[config.mk]
export PLATFORM = sky130hd
export DESIGN_NAME = buzzer_beep_pattern_sequencer_unit
export DESIGN_NICKNAME = d
export VERILOG_FILES = /design/src/rtl/core/bbs_pkg.sv /design/src/rtl/core/bbs_step.sv /design/src/rtl/core/buzzer_beep_pattern_sequencer_unit.sv
export SDC_FILE = /design/constraint.sdc
export NUM_CORES = 1
export LEC_CHECK = 0
export ABC_AREA = 0
export BUFFER_PORTS_ARGS = -buffer_cell sky130_fd_sc_hd__buf_2
export CAP_MARGIN = 30
export CORE_ASPECT_RATIO = 0.8
export CORE_MARGIN = 1
export CORE_UTILIZATION = 45
export DETAILED_ROUTE_END_ITERATION = 10
export GPL_ROUTABILITY_DRIVEN = 0
export PLACE_DENSITY_LB_ADDON = 0.12
export SKIP_LAST_GASP = 1
export SLEW_MARGIN = 20
export SYNTH_ARGS = -nofsm -noshare
export SYNTH_HDL_FRONTEND = slang
export SYNTH_SLANG_ARGS = --single-unit
[constraint.sdc]
create_clock -name aclk -period 6.6 [get_ports aclk]
set_input_delay 0.99 -clock aclk [delete_from_list [all_inputs] [get_ports aclk]]
set_output_delay 0.99 -clock aclk [all_outputs]
set_load 0.03 [all_outputs]
[src/rtl/core/bbs_pkg.sv]
package bbs_pkg;

    localparam int CFG_WIDTH = 24;
    localparam int IDX_WIDTH = 2;
    localparam int PAT_WIDTH = 3;
    localparam int PHASE_WIDTH = 3;
    localparam int EXT_WIDTH = 32;

    localparam logic [IDX_WIDTH-1:0] CFG_SHORT_BEEP = 2'd0;
    localparam logic [IDX_WIDTH-1:0] CFG_LONG_BEEP  = 2'd1;
    localparam logic [IDX_WIDTH-1:0] CFG_GAP        = 2'd2;

    localparam logic FUNC_TICK  = 1'b0;
    localparam logic FUNC_START = 1'b1;

    localparam logic [PAT_WIDTH-1:0] PAT_OFF    = 3'd0;
    localparam logic [PAT_WIDTH-1:0] PAT_SHORT  = 3'd1;
    localparam logic [PAT_WIDTH-1:0] PAT_LONG   = 3'd2;
    localparam logic [PAT_WIDTH-1:0] PAT_TWICE  = 3'd3;
    localparam logic [PAT_WIDTH-1:0] PAT_THRICE = 3'd4;

    typedef struct packed {
        logic [CFG_WIDTH-1:0] short_beep_ticks;
        logic [CFG_WIDTH-1:0] long_beep_ticks;
        logic [CFG_WIDTH-1:0] gap_ticks;
    } cfg_t;

    typedef struct packed {
        logic [PAT_WIDTH-1:0]   active_pattern;
        logic [PHASE_WIDTH-1:0] phase_count;
        logic                   pwm_enable;
    } seq_state_t;

    typedef struct packed {
        logic buzzer_on;
        logic busy_res;
        logic bad_pattern;
    } result_t;

endpackage

[src/rtl/core/bbs_step.sv]
module bbs_step #(
    parameter int TICK_WIDTH = 24
) (
    input  bbs_pkg::seq_state_t                   state_i,
    input  logic [TICK_WIDTH-1:0]                 remaining_i,
    input  logic                                  func_i,
    input  logic [bbs_pkg::PAT_WIDTH-1:0]         pattern_i,
    input  bbs_pkg::cfg_t                         cfg_i,
    output bbs_pkg::seq_state_t                   state_o,
    output logic [TICK_WIDTH-1:0]                 remaining_o,
    output bbs_pkg::result_t                      result_o
);

    logic [bbs_pkg::EXT_WIDTH-1:0] short_ext;
    logic [bbs_pkg::EXT_WIDTH-1:0] long_ext;
    logic [bbs_pkg::EXT_WIDTH-1:0] gap_ext;
    logic [TICK_WIDTH-1:0]         short_load;
    logic [TICK_WIDTH-1:0]         long_load;
    logic [TICK_WIDTH-1:0]         gap_load;
    logic                          bad;

    // durations keep only the low TICK_WIDTH bits
    assign short_ext  = bbs_pkg::EXT_WIDTH'(cfg_i.short_beep_ticks);
    assign long_ext   = bbs_pkg::EXT_WIDTH'(cfg_i.long_beep_ticks);
    assign gap_ext    = bbs_pkg::EXT_WIDTH'(cfg_i.gap_ticks);
    assign short_load = short_ext[TICK_WIDTH-1:0];
    assign long_load  = long_ext[TICK_WIDTH-1:0];
    assign gap_load   = gap_ext[TICK_WIDTH-1:0];

    always_comb begin
        state_o     = state_i;
        remaining_o = remaining_i;
        bad         = 1'b0;
        if (func_i == bbs_pkg::FUNC_START) begin
            state_o     = '0;
            remaining_o = '0;
            unique case (pattern_i) inside
                bbs_pkg::PAT_OFF: begin
                end
                bbs_pkg::PAT_SHORT, bbs_pkg::PAT_TWICE, bbs_pkg::PAT_THRICE: begin
                    state_o.active_pattern = pattern_i;
                    state_o.pwm_enable     = 1'b1;
                    remaining_o            = short_load;
                end
                bbs_pkg::PAT_LONG: begin
                    state_o.active_pattern = pattern_i;
                    state_o.pwm_enable     = 1'b1;
                    remaining_o            = long_load;
                end
                default: begin
                    bad = 1'b1;
                end
            endcase
        end else if (state_i.active_pattern != bbs_pkg::PAT_OFF) begin
            if (remaining_i > TICK_WIDTH'(1)) begin
                remaining_o = remaining_i - TICK_WIDTH'(1);
            end else begin
                // expiry: alternate gap and short beep, odd phases are gaps
                state_o     = '0;
                remaining_o = '0;
                if ((state_i.active_pattern == bbs_pkg::PAT_TWICE &&
                     state_i.phase_count < 3'd2) ||
                    (state_i.active_pattern == bbs_pkg::PAT_THRICE &&
                     state_i.phase_count < 3'd4)) begin
                    state_o.active_pattern = state_i.active_pattern;
                    state_o.phase_count    = state_i.phase_count + 3'd1;
                    state_o.pwm_enable     = state_i.phase_count[0];
                    remaining_o            = state_i.phase_count[0] ? short_load : gap_load;
                end
            end
        end
    end

    assign result_o.buzzer_on   = state_o.pwm_enable;
    assign result_o.busy_res    = (state_o.active_pattern != bbs_pkg::PAT_OFF);
    assign result_o.bad_pattern = bad;

endmodule

[src/rtl/core/buzzer_beep_pattern_sequencer_unit.sv]
// Channel  | Ports                                      | Direction
// s_       | s_valid s_ready s_func s_pattern           | in, one item per transfer
// m_       | m_valid m_ready m_buzzer_on m_busy_res ... | out, one result per item
// cfg_     | cfg_valid cfg_ready cfg_index cfg_wdata    | in, register writes
//
// One item per cycle while s_ready is high; its result is registered in the output
// register (or the skid entry on a stall). The sequencer state (pattern, phase, tick
// counter) updates on the same transfer, so the compare/decrement on the tick counter sets the loop.
// Reset: idle, buzzer off, durations 100/500/100; no clearing pass.
// Output stalls: a two-entry output (main + skid); s_ready is a register.
module buzzer_beep_pattern_sequencer_unit #(
    parameter int TICK_WIDTH = 24
) (
    input  logic                              aclk,
    input  logic                              aresetn,
    input  logic                              s_valid,
    output logic                              s_ready,
    input  logic                              s_func,
    input  logic [bbs_pkg::PAT_WIDTH-1:0]     s_pattern,
    output logic                              m_valid,
    input  logic                              m_ready,
    output logic                              m_buzzer_on,
    output logic                              m_busy_res,
    output logic                              m_bad_pattern,
    input  logic                              cfg_valid,
    output logic                              cfg_ready,
    input  logic [bbs_pkg::IDX_WIDTH-1:0]     cfg_index,
    input  logic [bbs_pkg::CFG_WIDTH-1:0]     cfg_wdata
);

    bbs_pkg::cfg_t         cfg_reg;
    bbs_pkg::seq_state_t   state_reg;
    bbs_pkg::seq_state_t   state_next;
    logic [TICK_WIDTH-1:0] remaining_reg;
    logic [TICK_WIDTH-1:0] remaining_next;
    bbs_pkg::result_t      result_next;
    bbs_pkg::result_t      out_reg;
    bbs_pkg::result_t      skid_reg;
    logic                  out_valid_reg;
    logic                  skid_valid_reg;
    logic                  in_xfer;
    logic                  out_free;

    assign cfg_ready = 1'b1;
    assign s_ready   = ~skid_valid_reg;
    assign in_xfer   = s_valid & s_ready;
    assign out_free  = ~out_valid_reg | m_ready;

    always_ff @(posedge aclk) begin
        if (!aresetn) begin
            cfg_reg.short_beep_ticks <= bbs_pkg::CFG_WIDTH'(100);
            cfg_reg.long_beep_ticks  <= bbs_pkg::CFG_WIDTH'(500);
            cfg_reg.gap_ticks        <= bbs_pkg::CFG_WIDTH'(100);
        end else if (cfg_valid) begin
            unique case (cfg_index)
                bbs_pkg::CFG_SHORT_BEEP: cfg_reg.short_beep_ticks <= cfg_wdata;
                bbs_pkg::CFG_LONG_BEEP:  cfg_reg.long_beep_ticks  <= cfg_wdata;
                bbs_pkg::CFG_GAP:        cfg_reg.gap_ticks        <= cfg_wdata;
                default: begin
                end
            endcase
        end
    end

    bbs_step #(
        .TICK_WIDTH(TICK_WIDTH)
    ) u_step (
        .state_i     (state_reg),
        .remaining_i (remaining_reg),
        .func_i      (s_func),
        .pattern_i   (s_pattern),
        .cfg_i       (cfg_reg),
        .state_o     (state_next),
        .remaining_o (remaining_next),
        .result_o    (result_next)
    );

    always_ff @(posedge aclk) begin
        if (!aresetn) begin
            state_reg     <= '0;
            remaining_reg <= '0;
        end else if (in_xfer) begin
            state_reg     <= state_next;
            remaining_reg <= remaining_next;
        end
    end

    always_ff @(posedge aclk) begin
        if (!aresetn) begin
            out_valid_reg  <= 1'b0;
            skid_valid_reg <= 1'b0;
        end else begin
            if (out_free) begin
                out_valid_reg  <= skid_valid_reg | in_xfer;
                skid_valid_reg <= 1'b0;
            end else if (in_xfer) begin
                skid_valid_reg <= 1'b1;
            end
        end
    end

    always_ff @(posedge aclk) begin
        if (out_free) begin
            out_reg <= skid_valid_reg ? skid_reg : result_next;
        end
        if (!out_free && in_xfer) begin
            skid_reg <= result_next;
        end
    end

    assign m_valid       = out_valid_reg;
    assign m_buzzer_on   = out_reg.buzzer_on;
    assign m_busy_res    = out_reg.busy_res;
    assign m_bad_pattern = out_reg.bad_pattern;

    a_idle_clean: assert property (@(posedge aclk) disable iff (!aresetn)
        state_reg.active_pattern == bbs_pkg::PAT_OFF |->
            (state_reg.phase_count == '0 && !state_reg.pwm_enable && remaining_reg == '0))
        else $error("idle sequencer holds stale phase state");

    a_skid_order: assert property (@(posedge aclk) disable iff (!aresetn)
        skid_valid_reg |-> out_valid_reg)
        else $error("skid entry held while output register empty");

    a_bad_idle: assert property (@(posedge aclk) disable iff (!aresetn)
        in_xfer && result_next.bad_pattern |=> state_reg.active_pattern == bbs_pkg::PAT_OFF)
        else $error("unknown pattern left sequencer running");

    a_off_silent: assert property (@(posedge aclk) disable iff (!aresetn)
        out_valid_reg && !out_reg.busy_res |-> !out_reg.buzzer_on)
        else $error("buzzer on while not busy");

endmodule
==> results of run 1 <==
-- kinds of logic after synthesis --
kind of cell / Yosys count / synth area share (%)
multiplexers: 27 / 4.86
adder cells (fa/ha/maj): 3 / 0.666
XOR/XNOR: 16 / 2.49
AO/OA/AOI/OAI: 177 / 22.3
other: 1 / 0.0665
flip-flops: 111 / 40.5
buffers and inverters: 55 / 3.93
AND/OR/NAND/NOR: 308 / 25.3
-- critical path, cell delays in order, from the launching register on --
cell	delay [ns]
dfxtp_1	0.37
or4_1	0.70
nor3_2	0.31
nand3_2	0.60
o21ai_0	0.37
a21boi_0	0.17
mux2_2	0.33
-- final cells by class --
cell class                 count  share of cell area, %
multi-input combinational    532                   50.4
tap                          171                   3.43
sequential                   111                   36.6
clock inverter                 7                  0.882
inverter                       4                  0.241
timing repair buffer          50                   4.93
clock buffer                   9                   3.61
-- power by group --
part | switching (mW) | internal [mW] | total (mW)
clock | 0.266 | 0.261 | 0.527
combinational | 0.169 | 0.0988 | 0.268
sequential | 0.0221 | 0.703 | 0.725
-- metrics by stage --
stage | instance area [sq um] | power, mW | cells | hold WS [ns]
floorplan | 5640 | 0.935 | 698 | 0.440
global placement | 5900 | 0.995 | 864 | 0.449
detailed placement | 5940 | 1.01 | 867 | 0.457
CTS | 6220 | 1.53 | 883 | 0.470
global route | 6240 | 1.59 | 884 | 0.489
finish | 6240 | 1.52 | 884 | 0.467
-- layer usage --
layer	vias to the layer above	track usage, %
met3	24	4.45
met5	-	0
met2	128	39.6
met1	2414	31.7
li1	2479	-
met4	0	9.07
-- how the worst min path moves through the flow --
stage | endpoint | from | slack [ns]
floorplan | cfg_reg[2] | cfg_reg[2] | 0.44
global placement | cfg_reg[20] | cfg_reg[20] | 0.45
detailed placement | cfg_reg[31] | cfg_reg[31] | 0.46
CTS | state_reg[3] | state_reg[3] | 0.47
global route | cfg_reg[4] | cfg_reg[4] | 0.49
finish | state_reg[3] | state_reg[3] | 0.47
-- cells in the final DEF (no fill, tap or decap), drive strengths merged, types with 19 or more instances in the layout --
master,count
buf,50
a21oi,26
dfxtp,105
mux2i,24
o21ai,19
nand2,184
nand3,35
nor2,19
a21boi,67
nor3,30
==> results by group, run 1 <==
Drt
  • Via-to-Cell Ratio: 5.71
  • Met1 wire length: 7240 um
  • DR iter-0 viols: 320
  • Antenna viol nets, final: 0
  • Router iterations before antenna repair: 5
  • Top layer in use: met4
  • WL met3: 688 um
  • Total Wirelength: 15,000 um
  • DRC: 0
  • WL/cell: 16.9 um
  • Via Count: 5,045
  • Met2 routed wirelength: 6730 um

Final layout
  • Ratio of cells with drive above 1 in the final layout: 11.8%
  • Nets: 746
  • Share of the core filled with cells: 51.1%
  • # diodes: 0
  • Fill cell total of the finished layout: 1,176
  • Number of flip-flops under the largest register name: 72
  • Storage cell area: 2280 sq um
  • Footprint of the multi-input gates: 3140 sq um
  • Area grow syn2layout: 10.7%

Flow run
  • Max cap viols: 0

Timing
  • Slew headroom: 35.3%
  • Final Cycle Share: 47.1%
  • Setup TNS: 0 ns
  • Setup-failing EPs final: 0
  • Final WS setup: 3.49 ns
  • Final Critical Period: 3.11 ns
  • Worst slew pin tran: 0.967 ns
  • Final hold vios: 0
  • RSZ-0062 raised after global routing: no
  • Fmax: 322 MHz
  • Pins over their slew limit: 0
  • Clock skew: 0.00810 ns

CTS
  • Post CTS Setup Buffer Count: 0
  • Total CTS buffers: 9
  • Clk sink count: 111
  • Clock transition at the registers of the reported paths: 0.07 ns
  • Cts hold-fix bufs: 0
  • CTS Buffer Depth: 2
  • H-tree depth: 3
  • TritonCTS clock tree: yes
  • Clock root buffer: clkbuf_16
  • Post-CTS Resized: 0
  • Clk_lat worst skew: 0.36 ns

Floorplan
  • Die width: 127 um
  • Die H: 102 um
  • IO Count: 41
  • Core area: 12,200 sq um
  • Die ar.: 13,000 sq um
  • Initial core utilization: 46.2%
  • Site Rows: 36

Critical path
  • R2R Path Start: remaining_reg[14]
  • Crit path kind: register to register
  • RR Endpoint: m_busy_res
  • CP Capture Type: register
  • CP Max Fanout: 33
  • Reg2Reg Depth: 6
  • CP arrival: 3.22 ns
  • Critical Path Source Type: register
  • Worst Setup EP: m_busy_res
  • Crit path required time: 6.71 ns
  • Critical path origin: remaining_reg[14]
  • Worst reg2reg setup slack: 3.49 ns

Pwr
  • Leakage Power: 2.19 nW
  • VDD IR max: 0.133 mV
  • PwrDens: 243 nW/um^2

Synthesis
  • Fraction of registers with async set or reset after synthesis: 0%
  • Synth Area per Inst: 8.08 sq um
  • Sequential share of the synthesized area: 40.5%
  • Post-Syn Instances: 698
  • Most common cell in the netlist: nand2_1
  • Top cell type by total area after synthesis: dfxtp_1
  • Synth cell types: 59
  • Top FF cell, synth: dfxtp_1
  • Mapped Nets: 736
  • FF+latch count, synth: 111
  • Yosys warning total: 0
  • Top cells by area, synth: dfxtp_1 (37%), nand2_1 (12%), a21boi_0 (8.7%), mux2i_1 (4.3%), edfxtp_1 (3.2%)
  • Commonest cells in the netlist: nand2_1 (184), dfxtp_1 (105), a21boi_0 (65)
  • Yosys top cell area share: 37.3%
  • Number of synthesized flops with an enable pin: 6
  • Mapped Area: 5640 sq um

Global route
  • Vias in the first global route: 4,867
  • Initial antenna violation count: 0
  • Largest net degree at the start of global routing: 57
  • Congestion Overflow GR: 0
  • Global-route wire length before repair: 24,400 um
  • Gr usage total: 24.0%

Min path
  • Type of the worst min-delay path: register to register
  • Hold Crit Depth: 2

Place
  • Port bufs: 39
  • Dpl ws: 2.86 ns
  • Final HPWL DP: 9930 um

Run status
  • Status: finished clean
(Power assumes the default switching activity.)
==> run 2, diff against run 1 <==
==> constraint.sdc (replaced) <==
create_clock -name aclk -period 2.71 [get_ports aclk]
set_input_delay 0.4065 -clock aclk [delete_from_list [all_inputs] [get_ports aclk]]
set_output_delay 0.4065 -clock aclk [all_outputs]
set_load 0.03 [all_outputs]
==> run 2 against run 1 <==
- register-to-register slack worse by 3.2 ns
- largest power group unchanged
- critical endpoint is now m_buzzer_on
- critical path type unchanged
- largest cell class unchanged
- first-iteration DRC count is 11% lower
- power is 150% higher
- highest routed layer unchanged
==> results by group, run 2 (synthesized netlist as in run 1, its figures left out) <==
Critical path
  • CP Max Fanout: 6 (-82%)
  • R2R Path Start: remaining_reg[19]
  • CP Capture Type: register
  • Reg2Reg Depth: 6 (unchanged)
  • CP arrival: 2.53 ns (-0.69 ns)
  • Crit path required time: 2.81 ns (-3.90 ns)
  • Crit path kind: register to register
  • Critical Path Source Type: register
  • Critical path origin: remaining_reg[19]

Timing
  • Hold_ws: 0.297 ns (-0.170 ns)
  • Final WS setup: 0.279 ns (-3.22 ns)
  • Setup-failing EPs final: 0 (unchanged)
  • Worst slew pin tran: 0.775 ns (-0.192 ns)
  • Setup TNS: 0 ns (unchanged)
  • RSZ-0062 raised after global routing: no
  • Final Critical Period: 2.43 ns (-0.674 ns)
  • Clock skew: 0.00416 ns (-0.00394 ns)
  • Slew headroom: 48.3% (+13 points)
  • Final Cycle Share: 89.7% (+43 points)
  • Final hold vios: 0 (unchanged)
  • Fmax: 411 MHz (+28%)
  • Pins over their slew limit: 0 (unchanged)

Global route
  • Vias in the first global route: 4,939 (+1.5%)
  • Congestion Overflow GR: 0 (unchanged)
  • Global-route wire length before repair: 25,400 um (+4.0%)
  • Gr usage total: 25.0% (+1.0 points)
  • Largest net degree at the start of global routing: 34 (-40%)
  • Initial antenna violation count: 0 (unchanged)

Min path
  • Hold_sp: cfg_wdata[5]
  • Type of the worst min-delay path: input port to register
  • Hold Crit Depth: 3 (+1)

Floorplan
  • Die width: 127 um (unchanged)
  • Die H: 102 um (unchanged)
  • Initial core utilization: 46.2% (unchanged)
  • Core area: 12,200 sq um (unchanged)
  • Die ar.: 13,000 sq um (unchanged)
  • Site Rows: 36 (unchanged)
  • IO Count: 41 (unchanged)

Drt
  • WL/cell: 17.2 um (+1.5%)
  • Via Count: 5,132 (+1.7%)
  • Antenna viol nets, final: 0 (unchanged)
  • Router iterations before antenna repair: 5 (unchanged)
  • Via-to-Cell Ratio: 5.73 (+0.47%)
  • Total Wirelength: 15,400 um (+2.7%)
  • DR iter-0 viols: 284 (-11%)
  • DRC: 0 (unchanged)

Pwr
  • PwrDens: 594 nW/um^2 (+140%)
  • VDD IR max: 0.343 mV (+160%)
  • Leakage Power: 2.25 nW (+2.5%)
  • Tot Pwr: 3.74 mW (+150%)

Final layout
  • Area grow syn2layout: 11.7%
  • Share of the core filled with cells: 51.6% (+0.45 points)
  • Number of flip-flops under the largest register name: 72 (unchanged)
  • Nets: 759 (+1.7%)
  • Most common cell after layout, fill and taps aside: nand2_1
  • Most frequent cells in the layout: nand2_1 (184), dfxtp_1 (105), a21boi_0 (65)
  • # diodes: 0 (unchanged)
  • Ratio of cells with drive above 1 in the final layout: 12.6% (+0.79 points)

CTS
  • H-tree depth: 3 (unchanged)
  • Post CTS Setup Buffer Count: 0 (unchanged)
  • Total CTS buffers: 9 (unchanged)
  • Clk sink count: 111 (unchanged)
  • Clock transition at the registers of the reported paths: 0.07 ns (about the same)
  • Post-CTS Resized: 0 (unchanged)
  • TritonCTS clock tree: yes
  • Clk_lat worst skew: 0.34 ns (-0.02 ns)
  • Clock root buffer: clkbuf_16
  • Cts hold-fix bufs: 0 (unchanged)
  • CTS Buffer Depth: 2 (unchanged)

Place
  • Port bufs: 39 (unchanged)
  • Dpl ws: 0.325 ns (-2.53 ns)
  • Final HPWL DP: 10,300 um (+4.0%)

Run status
  • Status: finished clean

Flow run
  • Max cap viols: 0 (unchanged)
==> run 2: cell types whose count changed in the layout (fill, tap and decap cells not counted) <==
cell,previous run,this run
bufinv_16,0,1
buf_4,7,24
clkbuf_1,0,3
clkinvlp_4,2,0
a21oi_1,25,26
clkinv_4,1,0
a21oi_2,1,0
buf_8,4,0
inv_6,3,0
==> run 2: critical path, cell delays in order (launching register included) <==
cell	delay, ns
dfxtp_1	0.37
or4_1	0.60
or3_4	0.40
nor4_4	0.19
mux2i_1	0.27
a21boi_2	0.09
mux2_2	0.28
==> run 2: final cells by class <==
class                      count  area, sq um
clock buffer                  12          236
clock inverter                 2         35.0
fill                        1165         5910
inverter                       4         15.0
multi-input combinational    532         3140
sequential                   111         2280
tap                          171          214
timing repair buffer          63          375
==> run 2: metal layers <==
metal  GRT usage, %  routed length, um  up-vias
li1               -                  -     2490
met1           33.6               7370     2486
met2           42.0               7110      138
met3           4.45                719       18
met4           6.32                165        0
met5              0                  0        -
==> run 2: power by group <==
part	switching [mW]	total [mW]	leakage, nW	internal [mW]
clock network	0.577	1.28	0.132	0.708
logic	0.422	0.688	1.20	0.265
registers	0.0542	1.77	0.915	1.71
==> run 2: metrics by stage <==
stage	cells	cell area [sq um]
5_1_grt	895	6300
2_1_floorplan	698	5640
3_3_place_gp	881	6030
3_5_place_dp	881	6030
6_report	895	6300
4_1_cts	895	6300
==> run 2: worst paths after layout <==
kind                       to  slack (ns)
hold / removal    cfg_reg[53]        0.30
setup reg to reg  m_buzzer_on        0.28
hold reg to reg   cfg_reg[20]        0.47
setup / recovery  m_buzzer_on        0.28
